===== src/hdl/lcs_pkg.sv =====
// ============================================================================
// Line command sanitizer package
// Character constants, the key filter and the line-end result bundle shared
// by the line tracker and the top level.
// ============================================================================
`default_nettype none

package lcs_pkg;

    // Character codes used by the matcher and the result builder.
    localparam logic [7:0] CHR_LF       = 8'h0A;
    localparam logic [7:0] CHR_CR       = 8'h0D;
    localparam logic [7:0] CHR_SPACE    = 8'h20;
    localparam logic [7:0] CHR_TILDE    = 8'h7E;
    localparam logic [7:0] CHR_ZERO     = 8'h30;
    localparam logic [7:0] CHR_NINE     = 8'h39;
    localparam logic [7:0] CHR_A        = 8'h41;
    localparam logic [7:0] CHR_P        = 8'h50;
    localparam logic [7:0] CHR_LOWER_A  = 8'h61;
    localparam logic [7:0] CHR_LOWER_Z  = 8'h7A;
    localparam logic [7:0] CASE_OFFSET  = 8'h20;

    // Number of bytes sent for a full command and for a single key.
    localparam int          CMD_BYTES   = 8;
    localparam logic [3:0]  LEN_NONE    = 4'd0;
    localparam logic [3:0]  LEN_KEY     = 4'd1;
    localparam logic [3:0]  LEN_CMD     = 4'd8;

    // What a line end hands to the output stage: length and bytes, first byte
    // in the lowest bits.
    typedef struct packed {
        logic [3:0]               len;
        logic [CMD_BYTES*8-1:0]   bytes;
    } emit_t;

    // True for the characters that may stand alone as a key command.
    function automatic logic key_allowed(input logic [7:0] c);
        logic ok;
        begin
            unique case (c)
                8'h46, 8'h42, 8'h4C, 8'h52,     // F B L R
                8'h57, 8'h58, 8'h59, 8'h5A,     // W X Y Z
                8'h55, 8'h53, 8'h44: begin      // U S D
                    ok = 1'b1;
                end
                default: begin
                    ok = 1'b0;
                end
            endcase
            return ok;
        end
    endfunction

    // Map a stored digit value back to its ASCII code.
    function automatic logic [7:0] digit_char(input logic [3:0] d);
        return {4'h3, d};
    endfunction

endpackage

`default_nettype wire


===== src/hdl/lcs_line_tracker.sv =====
// ============================================================================
// Line tracker
// Holds the per-line match state, updates it for each byte that is stepped
// in, and presents the result that a line end would produce.
// ============================================================================
`default_nettype none

module lcs_line_tracker (
    input  wire logic          aclk,
    input  wire logic          aresetn,
    input  wire logic          step,       // consume rx_byte this cycle
    input  wire logic [7:0]    rx_byte,
    output logic               line_end,   // rx_byte is LF or CR
    output lcs_pkg::emit_t     emit        // result if rx_byte ends the line
);
    import lcs_pkg::*;

    typedef enum logic [2:0] {
        PH_SEEK_A,
        PH_ANGLE,
        PH_SEEK_P,
        PH_POWER,
        PH_DONE
    } phase_t;

    phase_t       phase_reg, phase_next;
    logic [1:0]   digit_count_reg, digit_count_next;
    logic [3:0]   angle_reg [3];
    logic [3:0]   angle_next [3];
    logic [3:0]   power_reg [2];
    logic [3:0]   power_next [2];
    logic [1:0]   visible_count_reg, visible_count_next;
    logic [7:0]   first_visible_reg, first_visible_next;

    logic [7:0]   clean_byte;
    logic         is_digit;
    logic [3:0]   digit_val;

    // Sanitize: unprintable bytes become spaces, lower case becomes upper case.
    always_comb begin
        if (rx_byte < CHR_SPACE || rx_byte > CHR_TILDE) begin
            clean_byte = CHR_SPACE;
        end else if (rx_byte >= CHR_LOWER_A && rx_byte <= CHR_LOWER_Z) begin
            clean_byte = rx_byte - CASE_OFFSET;
        end else begin
            clean_byte = rx_byte;
        end
    end

    assign line_end  = (rx_byte == CHR_LF) || (rx_byte == CHR_CR);
    assign is_digit  = (clean_byte >= CHR_ZERO) && (clean_byte <= CHR_NINE);
    assign digit_val = clean_byte[3:0];

    // Result for a line end, taken from the state before this byte.
    always_comb begin
        emit.len   = LEN_NONE;
        emit.bytes = '0;
        if (phase_reg == PH_DONE) begin
            emit.len   = LEN_CMD;
            emit.bytes = {CHR_LF,
                          digit_char(power_reg[1]), digit_char(power_reg[0]),
                          CHR_P,
                          digit_char(angle_reg[2]), digit_char(angle_reg[1]),
                          digit_char(angle_reg[0]),
                          CHR_A};
        end else if (visible_count_reg == 2'd1 && key_allowed(first_visible_reg)) begin
            emit.len        = LEN_KEY;
            emit.bytes[7:0] = first_visible_reg;
        end
    end

    // Next line state for one byte.
    always_comb begin
        phase_next         = phase_reg;
        digit_count_next   = digit_count_reg;
        angle_next         = angle_reg;
        power_next         = power_reg;
        visible_count_next = visible_count_reg;
        first_visible_next = first_visible_reg;

        if (line_end) begin
            phase_next         = PH_SEEK_A;
            digit_count_next   = 2'd0;
            angle_next         = '{default: 4'd0};
            power_next         = '{default: 4'd0};
            visible_count_next = 2'd0;
            first_visible_next = 8'd0;
        end else begin
            // Count non-space characters, saturating at two.
            if (clean_byte != CHR_SPACE) begin
                if (visible_count_reg == 2'd0) begin
                    first_visible_next = clean_byte;
                end
                if (visible_count_reg != 2'd2) begin
                    visible_count_next = visible_count_reg + 2'd1;
                end
            end

            // Pattern matcher: A, three digits, P, two digits.
            unique case (phase_reg)
                PH_SEEK_A: begin
                    if (clean_byte == CHR_A) begin
                        phase_next       = PH_ANGLE;
                        digit_count_next = 2'd0;
                    end
                end
                PH_ANGLE: begin
                    if (is_digit) begin
                        angle_next[digit_count_reg] = digit_val;
                        if (digit_count_reg == 2'd2) begin
                            phase_next       = PH_SEEK_P;
                            digit_count_next = 2'd0;
                        end else begin
                            digit_count_next = digit_count_reg + 2'd1;
                        end
                    end
                end
                PH_SEEK_P: begin
                    if (clean_byte == CHR_P) begin
                        phase_next       = PH_POWER;
                        digit_count_next = 2'd0;
                    end
                end
                PH_POWER: begin
                    if (is_digit) begin
                        power_next[digit_count_reg[0]] = digit_val;
                        if (digit_count_reg[0]) begin
                            phase_next       = PH_DONE;
                            digit_count_next = 2'd0;
                        end else begin
                            digit_count_next = 2'd1;
                        end
                    end
                end
                default: begin
                end
            endcase
        end
    end

    // Line state registers.
    always_ff @(posedge aclk) begin
        if (!aresetn) begin
            phase_reg         <= PH_SEEK_A;
            digit_count_reg   <= 2'd0;
            angle_reg         <= '{default: 4'd0};
            power_reg         <= '{default: 4'd0};
            visible_count_reg <= 2'd0;
            first_visible_reg <= 8'd0;
        end else if (step) begin
            phase_reg         <= phase_next;
            digit_count_reg   <= digit_count_next;
            angle_reg         <= angle_next;
            power_reg         <= power_next;
            visible_count_reg <= visible_count_next;
            first_visible_reg <= first_visible_next;
        end
    end

endmodule

`default_nettype wire


===== src/hdl/line_command_sanitizer_unit.sv =====
// ============================================================================
// Line command sanitizer unit
// Turns a received byte stream into cleaned line commands.
// ============================================================================
// Bytes enter through an input register, one per cycle while s_tready is
// high. A byte that does not end a line is absorbed as soon as it reaches
// the input register and never waits on the output side. A line end (LF or
// CR) loads an output burst register with the line's result: the seven bytes
// "A ddd P dd" plus LF after a full match, or one key byte, or nothing. The
// burst then drains at one byte per cycle while m_tready is high, and m_tlast
// marks its final byte. A second line end that arrives while a burst is still
// draining waits in the input register until the burst's last byte is taken,
// and holds the bytes behind it; all other bytes run at one per cycle.
`default_nettype none

module line_command_sanitizer_unit (
    input  wire logic          aclk,
    input  wire logic          aresetn,
    // Input requests.
    input  wire logic          s_tvalid,
    output logic               s_tready,
    input  wire logic [7:0]    s_tdata,    // [7:0] rx_byte
    // Result requests.
    output logic               m_tvalid,
    input  wire logic          m_tready,
    output logic [7:0]         m_tdata,    // [7:0] out_byte
    output logic               m_tlast     // last_of_run
);
    import lcs_pkg::*;

    logic                    in_valid_reg;
    logic [7:0]              in_byte_reg;
    logic [3:0]              burst_count_reg, burst_count_next;
    logic [CMD_BYTES*8-1:0]  burst_data_reg, burst_data_next;

    logic    line_end;
    emit_t   emit;
    logic    burst_free;
    logic    advance;
    logic    out_take;

    lcs_line_tracker u_tracker (
        .aclk     (aclk),
        .aresetn  (aresetn),
        .step     (advance),
        .rx_byte  (in_byte_reg),
        .line_end (line_end),
        .emit     (emit)
    );

    // Handshake control.
    assign out_take   = m_tvalid && m_tready;
    assign burst_free = (burst_count_reg == LEN_NONE) ||
                        (burst_count_reg == LEN_KEY && out_take);
    assign advance    = in_valid_reg && (!line_end || burst_free);
    assign s_tready   = !in_valid_reg || advance;

    // Input register.
    always_ff @(posedge aclk) begin
        if (!aresetn) begin
            in_valid_reg <= 1'b0;
        end else if (s_tready) begin
            in_valid_reg <= s_tvalid;
        end
    end

    always_ff @(posedge aclk) begin
        if (s_tready && s_tvalid) begin
            in_byte_reg <= s_tdata;
        end
    end

    // Output burst: load on a line end, shift out one byte per request.
    always_comb begin
        burst_count_next = burst_count_reg;
        burst_data_next  = burst_data_reg;
        if (out_take) begin
            burst_count_next = burst_count_reg - 4'd1;
            burst_data_next  = {8'd0, burst_data_reg[CMD_BYTES*8-1:8]};
        end
        if (advance && line_end) begin
            burst_count_next = emit.len;
            burst_data_next  = emit.bytes;
        end
    end

    always_ff @(posedge aclk) begin
        if (!aresetn) begin
            burst_count_reg <= LEN_NONE;
        end else begin
            burst_count_reg <= burst_count_next;
        end
    end

    always_ff @(posedge aclk) begin
        burst_data_reg <= burst_data_next;
    end

    assign m_tvalid = (burst_count_reg != LEN_NONE);
    assign m_tdata  = burst_data_reg[7:0];
    assign m_tlast  = (burst_count_reg == LEN_KEY);

endmodule

`default_nettype wire


===== config.mk =====
export PLATFORM = sky130hd
export DESIGN_NAME = line_command_sanitizer_unit
export DESIGN_NICKNAME = d
export VERILOG_FILES = /design/src/hdl/lcs_pkg.sv /design/src/hdl/lcs_line_tracker.sv /design/src/hdl/line_command_sanitizer_unit.sv
export SDC_FILE = /design/constraint.sdc
export NUM_CORES = 1
export LEC_CHECK = 0
export BUFFER_PORTS_ARGS = -buffer_cell sky130_fd_sc_hd__buf_4
export CAP_MARGIN = 20
export CORE_MARGIN = 1.5
export CORE_UTILIZATION = 45
export CTS_CLUSTER_DIAMETER = 40
export DETAILED_ROUTE_END_ITERATION = 6
export SLEW_MARGIN = 20
export SYNTH_ARGS = -nofsm -noshare
export SYNTH_HDL_FRONTEND = slang
export SYNTH_HIERARCHICAL = 1
export SYNTH_SLANG_ARGS = --single-unit

===== constraint.sdc =====
create_clock -name aclk -period 5.2 [get_ports aclk]
set_input_delay 0.78 -clock aclk [delete_from_list [all_inputs] [get_ports aclk]]
set_output_delay 0.78 -clock aclk [all_outputs]
set_load 0.05 [all_outputs]

* Word level (Yosys, flattened, before mapping)
Cells that the tools add are included.
** Word-level totals
- Register bits after elaboration :: 112
- Input port bits :: 12
- Output and inout port bits :: 11
- Word-level logic and storage cells :: 142
** Cells by class
- Add/sub/neg operators :: 4
- Order comparisons :: 10
- Equality and inequality tests :: 30
- Muxes and demuxes :: 47
- Bitwise gates (word level) :: 2
- Reduce and logical (&&, ||, !) cells :: 36
** Operators with widths (count)
- 2-to-1 mux 64 bit :: 2
- equality test 8 x 7 -> 1 bit, second input constant :: 13
- 2-to-1 mux 8 bit :: 10
- 2-to-1 mux 52 bit :: 1
- 2-to-1 mux 12 bit :: 3
- 2-to-1 mux 3 bit :: 7
- 2-to-1 mux 4 bit :: 5
- 2-to-1 mux 2 bit :: 9
- inequality test 3 x 2 -> 1 bit, second input constant :: 6
- equality test 8 x 4 -> 1 bit, second input constant :: 2
- nonzero test 2 bit :: 7
- bitwise mux 12 bit :: 1
- one-hot mux 3 bit (4 select lines) :: 1
- AND reduction 3 bit :: 4
- OR reduction 11 bit :: 1
- logical AND 1 bit :: 10
- bitwise mux 8 bit :: 1
- demux 4 bit (select 2 bit) :: 1
- greater-or-equal comparator 8 x 6 -> 1 bit, second input constant :: 1
- greater-or-equal comparator 8 x 7 -> 1 bit, second input constant :: 1
- greater-than comparator 8 x 7 -> 1 bit, second input constant :: 1
- less-or-equal comparator 8 x 6 -> 1 bit, second input constant :: 1
- less-or-equal comparator 8 x 7 -> 1 bit, second input constant :: 1
- < comparator 8 x 6 -> 1 bit, second input constant :: 1
- 29 further kinds :: 39

* Longest topological paths before layout
Gate-level depths: netlist of the first run.
- Depth in word-level cells :: 9
- Gate-level depth with buffers :: 9
- Gate-level depth less buffers :: 9

* Cells and area by module
The synthesis of the first run kept the hierarchy.
** By module, submodules not included
- line_command_sanitizer_unit :: instances 1, cells each 197, area each 3634.7 um^2, sequential area each 2262.2 um^2
- lcs_line_tracker :: instances 1, cells each 292, area each 2494.9 um^2, sequential area each 700.7 um^2

* Least setup slack after synthesis of the first run
Ideal clock, no wire load.
- Path type :: register to register
- From :: register in_byte_reg[6]
- To :: register burst_data_reg[0] (enable)
- Library setup time :: 0.424 ns
- Data arrival time :: 3.169 ns
- Required time :: 4.776 ns
- Setup slack :: 1.608 ns
- Stages on the path, launching flop included :: 10
- Path buffers :: 3
- Clock period less this slack :: 3.592 ns
- Cells stage by stage :: edfxtp_1 > buf_2 > nor2_1 > o2111ai_4 > inv_4 > nand4bb_4 > nand2b_4 > buf_6 > buf_8 > nand2_1
** Between the ends
- Longest elaborated chain between the ends :: 7
- Elaborated cells on any way between the ends :: 8
- Those cells by class :: eq/ne (2); reduce/logical (6)
** Ends and longest elaborated chain
- start: declaration :: line line_command_sanitizer_unit.sv:32 : logic [7:0] in_byte_reg;
- start signal: assignment :: line line_command_sanitizer_unit.sv:69 : in_byte_reg <= s_tdata;
- equality test 8 x 4 -> 1 bit :: line lcs_line_tracker.sv:50 : assign line_end = (rx_byte == CHR_LF) || (rx_byte == CHR_CR);
- logical OR 1 bit * :: line lcs_line_tracker.sv:50
- via line_end :: line line_command_sanitizer_unit.sv:36 : logic line_end;
- logical NOT 1 bit :: line line_command_sanitizer_unit.sv:55 : assign advance = in_valid_reg && (!line_end || burst_free);
- logical OR 1 bit :: line line_command_sanitizer_unit.sv:55
- logical AND 1 bit :: line line_command_sanitizer_unit.sv:55
- logical AND 1 bit * :: line line_command_sanitizer_unit.sv:81 : if (advance && line_end) begin
- nonzero test 2 bit (no line) *
- end signal: assignment :: line line_command_sanitizer_unit.sv:96 : burst_data_reg <= burst_data_next;
- end: declaration :: line line_command_sanitizer_unit.sv:34 : logic [CMD_BYTES*8-1:0] burst_data_reg, burst_data_next;
Mark *: on every way through the listed nets, which the timed path passes. The rest lies on a longest branch.
A chain may end at the register's enable or synchronous reset.

* Final worst setup path of the first run
- From :: register in_byte_reg[5]
- To :: output port s_tready
** Between the ends
- Longest elaborated chain between the ends :: 6
- Elaborated cells on any way between the ends :: 7
- Those cells by class :: eq/ne (2); reduce/logical (5)
** Ends and longest elaborated chain
- equality test 8 x 4 -> 1 bit :: line lcs_line_tracker.sv:50
- logical OR 1 bit * :: line lcs_line_tracker.sv:50
- via line_end :: line line_command_sanitizer_unit.sv:36
- logical NOT 1 bit * :: line line_command_sanitizer_unit.sv:55
- logical OR 1 bit * :: line line_command_sanitizer_unit.sv:55
- logical AND 1 bit * :: line line_command_sanitizer_unit.sv:55
- logical OR 1 bit * :: line line_command_sanitizer_unit.sv:56 : assign s_tready = !in_valid_reg || advance;
- end: declaration :: line line_command_sanitizer_unit.sv:21 : output logic s_tready,
Marks and branches as above.

==> results of run 1 <==
routing by layer:
layer / GRT usage, % / vias up / wire length (µm) / share of wire (%)
li1: - / 1690 / - / -
met1: 18.8 / 1649 / 4520 / 45
met2: 24.5 / 59 / 4830 / 48
met3: 4.52 / 19 / 450 / 4.5
met4: 7.37 / 0 / 267 / 2.7
met5: 0 / - / 0 / 0
worst max path at each step:
stage,start,end,slack (ns),cells past startpoint
floorplan,in_byte_reg[6],burst_data_reg[0],1.61,9
global placement,in_byte_reg[2],u_tracker/first_visible_reg[0],2.03,8
detailed placement,in_byte_reg[2],u_tracker/first_visible_reg[7],1.88,8
CTS,in_byte_reg[2],u_tracker/first_visible_reg[5],1.89,8
global route,in_byte_reg[5],s_tready,1.86,7
finish,in_byte_reg[5],s_tready,2.05,7
through the flow:
stage / instances / util (%) / area [µm²] / hold slack (ns)
4_1_cts: 660 / 48.3 / 6390 / 0.466
3_5_place_dp: 644 / 45.9 / 6080 / 0.449
3_3_place_gp: 644 / 45.9 / 6080 / 0.439
6_report: 660 / 48.3 / 6390 / 0.462
2_1_floorplan: 514 / - / 6220 / 0.434
5_1_grt: 660 / 48.3 / 6390 / 0.486
final cells by class:
cell class,instances,area [µm²],share of cell area [%]
Clock buffer,10,239,3.74
Inverter,11,43.8,0.685
Clock inverter,6,72.6,1.14
Sequential cell,112,2960,46.4
Multi-Input combinational cell,320,2660,41.7
Timing Repair Buffer,25,188,2.94
Tap cell,176,220,3.45
synth_stat cells (5+ instances only):
library cell | count | area share (%)
ha_1 | 7 | 1.4
nand2_1 | 23 | 1.4
nor3_1 | 5 | 0.41
a21oi_1 | 9 | 0.73
edfxtp_1 | 72 | 35
nand2b_1 | 7 | 0.71
clkbuf_1 | 6 | 0.37
inv_1 | 10 | 0.61
mux2i_1 | 9 | 1.5
and2_1 | 39 | 4.0
a31o_1 | 8 | 1.1
buf_4 | 48 | 5.9
nor2_1 | 23 | 1.4
o21ai_0 | 6 | 0.49
a32o_1 | 10 | 1.6
mux2_4 | 56 | 14
dfxtp_1 | 40 | 13
buf_12 | 5 | 1.6
nor2b_1 | 13 | 1.3
critical path, cell delays in order, from the launching register on:
cell and delay [ns]:
edfxtp_1 0.58, nor2_1 0.33, o2111ai_4 0.32, inv_4 0.23, nand2_1 0.07, a21oi_1 0.22, inv_1 0.07, buf_4 0.19
where the power goes:
part / leakage, nW / switching (W) / internal (W) / total (W)
logic: 1.38 / 0.000398 / 0.000304 / 0.000702
registers: 0.991 / 0.0000658 / 0.00125 / 0.00132
clock network: 0.152 / 0.000331 / 0.000394 / 0.000725
cells by family (layout without fill, tap and decap cells):
group | count (synthesis) | count (layout) | synth area share (%)
other | 1 | 26 | 0.0612
DFF | 112 | 112 | 48.3
adders and majority gates | 7 | 7 | 1.43
muxes | 65 | 65 | 15.2
and+or+nand+nor | 142 | 142 | 13.7
AOI/OAI and AO/OA | 80 | 80 | 11.5
buffers and inverters | 82 | 52 | 9.86
==> impl_metrics.json, run 1 <==
{
  "status": "finished, final reports clean",
  "wl_um": 10100,
  "cts_setup_buffers": 0,
  "hold_viol_final": 0,
  "min_path_cells": 1,
  "synth-main-ff-cell": "edfxtp_1",
  "tightest_slew_ns": 1.06,
  "die_w_um": 120,
  "fillCellCount": 1197,
  "layout_commonest_cell": "edfxtp_1",
  "fp-row-count": 42,
  "vias": 3417,
  "post-route-period-util_pct": 60.6,
  "grt_setup_unrepaired": "false",
  "cap_violations": 0,
  "post-route-min-period_ns": 3.15,
  "start_kind": "flop",
  "grt-ovfl-total": 0,
  "initial_core_util_pct": 46.3,
  "syn_inst": 489,
  "gp_congestion": 0.845,
  "timing.rr.end": "burst_data_reg[25]",
  "ctsResizeCount": 0,
  "first_pass_iters": 4,
  "grt_antenna_before_repair": 0,
  "grt_max_degree": 65,
  "r2r_slack_ns": 2.10,
  "ir_drop_uv": 440,
  "clk_pin_slew_ns": 0.07,
  "leakage_nw": 2.52,
  "syn-mean-instance-area_um2": 12.5,
  "reg2reg_depth": 7,
  "cts_buffers": 9,
  "grtUsageTotal_pct": 15.2,
  "synth_edf_count": 72,
  "seq_area_frac_synth_pct": 48.3,
  "avgRoutedWirePerCell_um": 15.2,
  "max_freq_mhz": 317,
  "io_buffers": 22,
  "synth-warning-count": 6,
  "critPathMaxFanout": 13,
  "place_ws_ns": 1.88,
  "cts_tree": "done",
  "grt_pass1_wl_um": 17000,
  "coreArea_um2": 13200,
  "end_kind": "output port",
  "ant_nets": 0,
  "async_flop_share_pct": 0,
  "diodes": 0,
  "syn-cell-area_um2": 6130,
  "ys_ff_latch": 112,
  "hpwl_um": 6420,
  "layout_common_cells": "72 x edfxtp_1, 56 x mux2_4, 40 x dfxtp_1",
  "h-tree-depth": 3,
  "setup_viol": 0,
  "required_ns": 4.42,
  "cts_buffer_depth": 2,
  "syn_to_final_growth_pct": 4.25,
  "layout-drive-gt1-share_pct": 24.6,
  "grt_pass1_vias": 3437,
  "ios": 23,
  "ys_types": 77,
  "p_per_area_nw_per_um2": 430,
  "cts_hold_buffers": 0,
  "min_path_type": "flop to flop",
  "die_h_um": 120,
  "viasPerCell": 5.18,
  "insertion_delay_ns": 0.36,
  "slew_viol_final": 0,
  "holdPathEnd": "u_tracker/angle_reg[5]",
  "max_slew_margin_pct": 29.1,
  "drt-initial-drc-count": 290,
  "largest_register_ffs": 64,
  "fin_total_pwr_w": 0.00275,
  "tns_ns": 0,
  "final_nets": 498,
  "min_from": "u_tracker/angle_reg[5]",
  "r2r-start": "in_byte_reg[2]",
  "cp.arrival_ns": 2.37,
  "cts_root_buffer": "clkbuf_16",
  "worst-setup-path-type": "flop to output port",
  "fin_worst_skew_ns": 0.00894,
  "cts_sinks": 112,
  "drc": 0,
  "post-route-worst-setup-slack_ns": 2.05,
  "die_area_um2": 14300
}
No activity file was read; power rests on OpenSTA's default activity.
==> run 2, diff against run 1 <==
==> constraint.sdc (replaced) <==
create_clock -name aclk -period 2.7 [get_ports aclk]
set_input_delay 0.405 -clock aclk [delete_from_list [all_inputs] [get_ports aclk]]
set_output_delay 0.405 -clock aclk [all_outputs]
set_load 0.05 [all_outputs]
==> run 2 against run 1 <==
  * Register-to-register slack lost 1.8 ns
  * Clock skew shrank 0.00056 ns
  * Largest power group unchanged
  * First-iteration DRC count shrank 2.8%
  * Cell area grew 0.69%
  * Setup slack lost 1.8 ns
  * Global-route usage shrank 0.55 points
==> impl_metrics.json, run 2 (same netlist as run 1, synthesis figures left out) <==
{
  "status": "finished, final reports clean",
  "cts_buffer_depth": 2,
  "fp-row-count": 42,
  "h-tree-depth": 3,
  "ctsResizeCount": 0,
  "layout_common_cells": "72 x edfxtp_1, 56 x mux2_4, 40 x dfxtp_1",
  "post-route-min-period_ns": 2.47,
  "coreArea_um2": 13200,
  "crit_slowest_cell": "edfxtp_1",
  "crit_cells": 7,
  "grtUsageTotal_pct": 14.7,
  "end_kind": "output port",
  "grt_pass1_vias": 3349,
  "vias": 3441,
  "cts_sinks": 112,
  "drt-initial-drc-count": 282,
  "gp_congestion": 0.902,
  "first_pass_iters": 4,
  "initial_core_util_pct": 46.3,
  "die_area_um2": 14300,
  "max_freq_mhz": 405,
  "crit_buf_inv": 3,
  "grt_max_degree": 62,
  "cts_tree": "done",
  "syn_to_final_growth_pct": 4.96,
  "cts_hold_buffers": 0,
  "crit_family": "flip-flops",
  "cp.arrival_ns": 2.07,
  "avgRoutedWirePerCell_um": 14.8,
  "hold_viol_final": 0,
  "layout-drive-gt1-share_pct": 25.2,
  "fin_cells": 665,
  "max_slew_margin_pct": 57.7,
  "ant_nets": 0,
  "min_path_type": "input pin to flop",
  "slew_viol_final": 0,
  "clk_pin_slew_ns": 0.07,
  "wl_um": 9850,
  "worst-setup-path-type": "flop to output port",
  "diodes": 0,
  "viasPerCell": 5.17,
  "post-route-period-util_pct": 91.5,
  "reg2reg_depth": 7,
  "final_nets": 504,
  "fin_worst_skew_ns": 0.00838,
  "cts_buffers": 9,
  "hold_slack_ns": 0.233,
  "grt_setup_unrepaired": "false",
  "grt_antenna_before_repair": 0,
  "grt_pass1_wl_um": 16400,
  "grt-ovfl-total": 0,
  "tightest_slew_ns": 0.633,
  "io_buffers": 22,
  "layout_commonest_cell": "edfxtp_1",
  "min_path_cells": 1,
  "required_ns": 2.30,
  "cts_setup_buffers": 0,
  "ir_drop_uv": 645,
  "crit_chain": "nor3b_1 > o2111ai_4 > inv_4 > nand2_1 > a21oi_1 > inv_1 > buf_4",
  "cap_violations": 0,
  "cts_root_buffer": "clkbuf_16",
  "largest_register_ffs": 64,
  "insertion_delay_ns": 0.35,
  "tns_ns": 0,
  "placed_cells": 650,
  "hpwl_um": 6700,
  "critPathMaxFanout": 11,
  "setup_viol": 0,
  "drc": 0,
  "die_w_um": 120,
  "ios": 23,
  "leakage_nw": 2.54,
  "start_kind": "flop",
  "die_h_um": 120,
  "p_per_area_nw_per_um2": 798,
  "slowest_delay_ns": 0.47
}
run 2: per-stage QoR:
step / instance area [µm²] / utilization (%) / setup slack (ns) / total power [W]
5_1_grt: 6430 / 48.6 / 0.0480 / 0.00539
4_1_cts: 6430 / 48.6 / 0.206 / 0.00520
2_1_floorplan: 6230 / - / 0.0535 / 0.00371
3_3_place_gp: 6170 / 46.6 / 0.357 / 0.00391
6_report: 6430 / 48.6 / 0.229 / 0.00513
3_5_place_dp: 6170 / 46.6 / 0.304 / 0.00396
run 2: area by class of cell:
class                   instances  area (µm²)
clock buffers                   9         225
clock inverters                 6        42.5
fillers                      1178        6810
inverters                      11        43.8
multi-input cells             320        2670
flip-flops and latches        112        2960
well taps                     176         220
repair buffers                 31         270
run 2: routing by layer:
metal	part of all wire (%)	vias to the layer above	global-route usage, %
met3	4.8	15	3.56
li1	-	1712	-
met5	0	-	0
met2	47	69	23.2
met1	46	1645	19.1
met4	2.2	0	6.70
run 2: final timing paths:
| kind | startpoint | end | slack [ns] |
|---|---|---|---|
| worst max-delay path | in_byte_reg[0] | s_tready | 0.23 |
| worst min-delay path | s_tdata[3] | in_byte_reg[3] | 0.23 |
| worst max register to register | in_byte_reg[0] | burst_data_reg[1] | 0.31 |
| worst min register to register | u_tracker/angle_reg[4] | u_tracker/angle_reg[4] | 0.46 |
run 2: power breakdown:
group	internal, W	leakage (nW)	total, W	switching, W
Clock	0.000626	0.130	0.00123	0.000607
Sequential	0.00240	0.991	0.00253	0.000123
Combinational	0.000615	1.42	0.00137	0.000757
Total	0.00365	2.54	0.00513	0.00149
==> run 3, diff against run 2 <==
--- a/config.mk
+++ b/config.mk
@@ -7,10 +7,15 @@
 export LEC_CHECK = 0
 export BUFFER_PORTS_ARGS = -buffer_cell sky130_fd_sc_hd__buf_4
 export CAP_MARGIN = 20
+export CELL_PAD_IN_SITES_DETAIL_PLACEMENT = 0
+export CELL_PAD_IN_SITES_GLOBAL_PLACEMENT = 1
+export CORE_ASPECT_RATIO = 0.7
 export CORE_MARGIN = 1.5
 export CORE_UTILIZATION = 45
 export CTS_CLUSTER_DIAMETER = 40
 export DETAILED_ROUTE_END_ITERATION = 6
+export PLACE_DENSITY_LB_ADDON = 0.1
+export SETUP_SLACK_MARGIN = 0.2
 export SLEW_MARGIN = 20
 export SYNTH_ARGS = -nofsm -noshare
 export SYNTH_HDL_FRONTEND = slang
==> run 3 against run 2 <==
  * Flip-flop and latch count stayed put
  * Critical path depth stayed put
  * Register-to-register slack hardly changed
  * Largest power group unchanged
==> impl_metrics.json, run 3 (same netlist as run 1, synthesis figures left out) <==
{
  "status": "finished, final reports clean",
  "ir_drop_uv": 719,
  "layout_common_cells": "72 x edfxtp_1, 56 x mux2_4, 40 x dfxtp_1",
  "first_pass_iters": 4,
  "cts_root_buffer": "clkbuf_16",
  "hpwl_um": 7120,
  "cap_violations": 0,
  "tns_ns": 0,
  "start_kind": "flop",
  "clk_pin_slew_ns": 0.08,
  "hold_viol_final": 0,
  "gp_congestion": 0.797,
  "grtUsageTotal_pct": 15.8,
  "crit_cells": 7,
  "setup_viol": 0,
  "die_h_um": 101,
  "grt_setup_unrepaired": "true",
  "end_kind": "flop",
  "wl_um": 10900,
  "max_slew_margin_pct": 52.6,
  "grt_pass1_vias": 3296,
  "cts_sinks": 112,
  "grt_max_degree": 65,
  "avgRoutedWirePerCell_um": 15.8,
  "layout_commonest_cell": "edfxtp_1",
  "tightest_slew_ns": 0.710,
  "timing.rr.end": "burst_data_reg[20]",
  "cts_tree": "done",
  "layout-drive-gt1-share_pct": 28.3,
  "final_nets": 516,
  "startpoint": "in_byte_reg[2]",
  "insertion_delay_ns": 0.35,
  "placed_cells": 659,
  "ios": 23,
  "crit_buf_inv": 2,
  "initial_core_util_pct": 46.3,
  "drc": 0,
  "fp-row-count": 35,
  "slowest_delay_ns": 0.50,
  "grt_pass1_wl_um": 17400,
  "die_w_um": 142,
  "worst-setup-path-type": "flop to flop",
  "r2r-start": "in_byte_reg[2]",
  "crit_chain": "and3b_1 > o2111ai_4 > inv_6 > nand4bb_4 > nand2b_4 > buf_16 > mux2_4",
  "syn_to_final_growth_pct": 8.16,
  "post-route-worst-setup-slack_ns": 0.303,
  "critPathMaxFanout": 27,
  "leakage_nw": 2.63,
  "h-tree-depth": 3,
  "viasPerCell": 5.00,
  "coreArea_um2": 13200,
  "fin_cells": 687,
  "required_ns": 2.81,
  "post-route-period-util_pct": 88.8,
  "post-route-min-period_ns": 2.40,
  "diodes": 0,
  "place_ws_ns": 0.179,
  "grt_antenna_before_repair": 0,
  "cp.arrival_ns": 2.51,
  "p_per_area_nw_per_um2": 789,
  "crit_slowest_cell": "edfxtp_1",
  "drt-initial-drc-count": 196,
  "max_freq_mhz": 417,
  "grt-ovfl-total": 0,
  "cts_buffer_depth": 2,
  "reg2reg_depth": 7,
  "crit_family": "simple AND/OR/NAND/NOR gates",
  "vias": 3437,
  "slew_viol_final": 0,
  "die_area_um2": 14300,
  "min_path_type": "input pin to flop",
  "r2r_slack_ns": 0.30,
  "ant_nets": 0,
  "cts_hold_buffers": 0,
  "io_buffers": 22,
  "cts_buffers": 9,
  "crit_end": "burst_data_reg[20]",
  "fin_worst_skew_ns": 0.00808,
  "largest_register_ffs": 64
}
[run 3: through the flow]
| stage | utilization [%] | hold WS (ns) | cell area [µm²] | power, W |
|---|---|---|---|---|
| after floorplan | - | 0.434 | 6240 | 0.00372 |
| after global placement | 46.6 | 0.452 | 6160 | 0.00391 |
| after detailed placement | 46.6 | 0.452 | 6160 | 0.00394 |
| after CTS | 49.0 | 0.216 | 6470 | 0.00527 |
| after global routing | 50.1 | 0.214 | 6630 | 0.00549 |
| final | 50.1 | 0.226 | 6630 | 0.00523 |
[run 3: worst min-delay path by stage]
stage | startpoint | end | slack [ns] | cells past startpoint
after global placement | u_tracker/angle_reg[5] | u_tracker/angle_reg[5] | 0.45 | 1
after CTS | s_tdata[3] | in_byte_reg[3] | 0.22 | 1
after floorplan | u_tracker/angle_reg[4] | u_tracker/angle_reg[4] | 0.43 | 1
after global routing | s_tdata[2] | in_byte_reg[2] | 0.21 | 1
final | s_tdata[2] | in_byte_reg[2] | 0.23 | 1
after detailed placement | u_tracker/power_reg[1] | u_tracker/power_reg[1] | 0.45 | 1
[run 3: report_power, final]
part / internal [W] / switching, W / leakage, nW / total, W
clock network: 0.000656 / 0.000664 / 0.147 / 0.00132
registers: 0.00241 / 0.000119 / 0.991 / 0.00253
logic: 0.000600 / 0.000781 / 1.49 / 0.00138
total: 0.00366 / 0.00156 / 2.63 / 0.00523
[run 3: layout make-up]
| class | count | area [µm²] |
|---|---|---|
| Multi-Input combinational cell | 320 | 2710 |
| Clock buffer | 9 | 225 |
| Clock inverter | 7 | 65.1 |
| Sequential cell | 112 | 2960 |
| Timing Repair Buffer | 43 | 389 |
| Inverter | 11 | 46.3 |
| Fill cell | 1208 | 6600 |
| Tap cell | 185 | 231 |
[run 3: metal layers]
metal  wire length, µm  up-vias  global-route usage, %
li1                  -     1732                      -
met1              5640     1643                   23.3
met2              4710       52                   23.5
met3               418       10                   3.33
met4               107        0                   4.28
met5                 0        -                      0
[run 3: what timing repair did]
item,4_1_cts,5_1_grt
pin swaps,0,2
endpoints found under the setup margin,38,117
gates resized for setup,3,5
buffers inserted,0,10
cloned,0,2
hold endpoints to repair,0,0
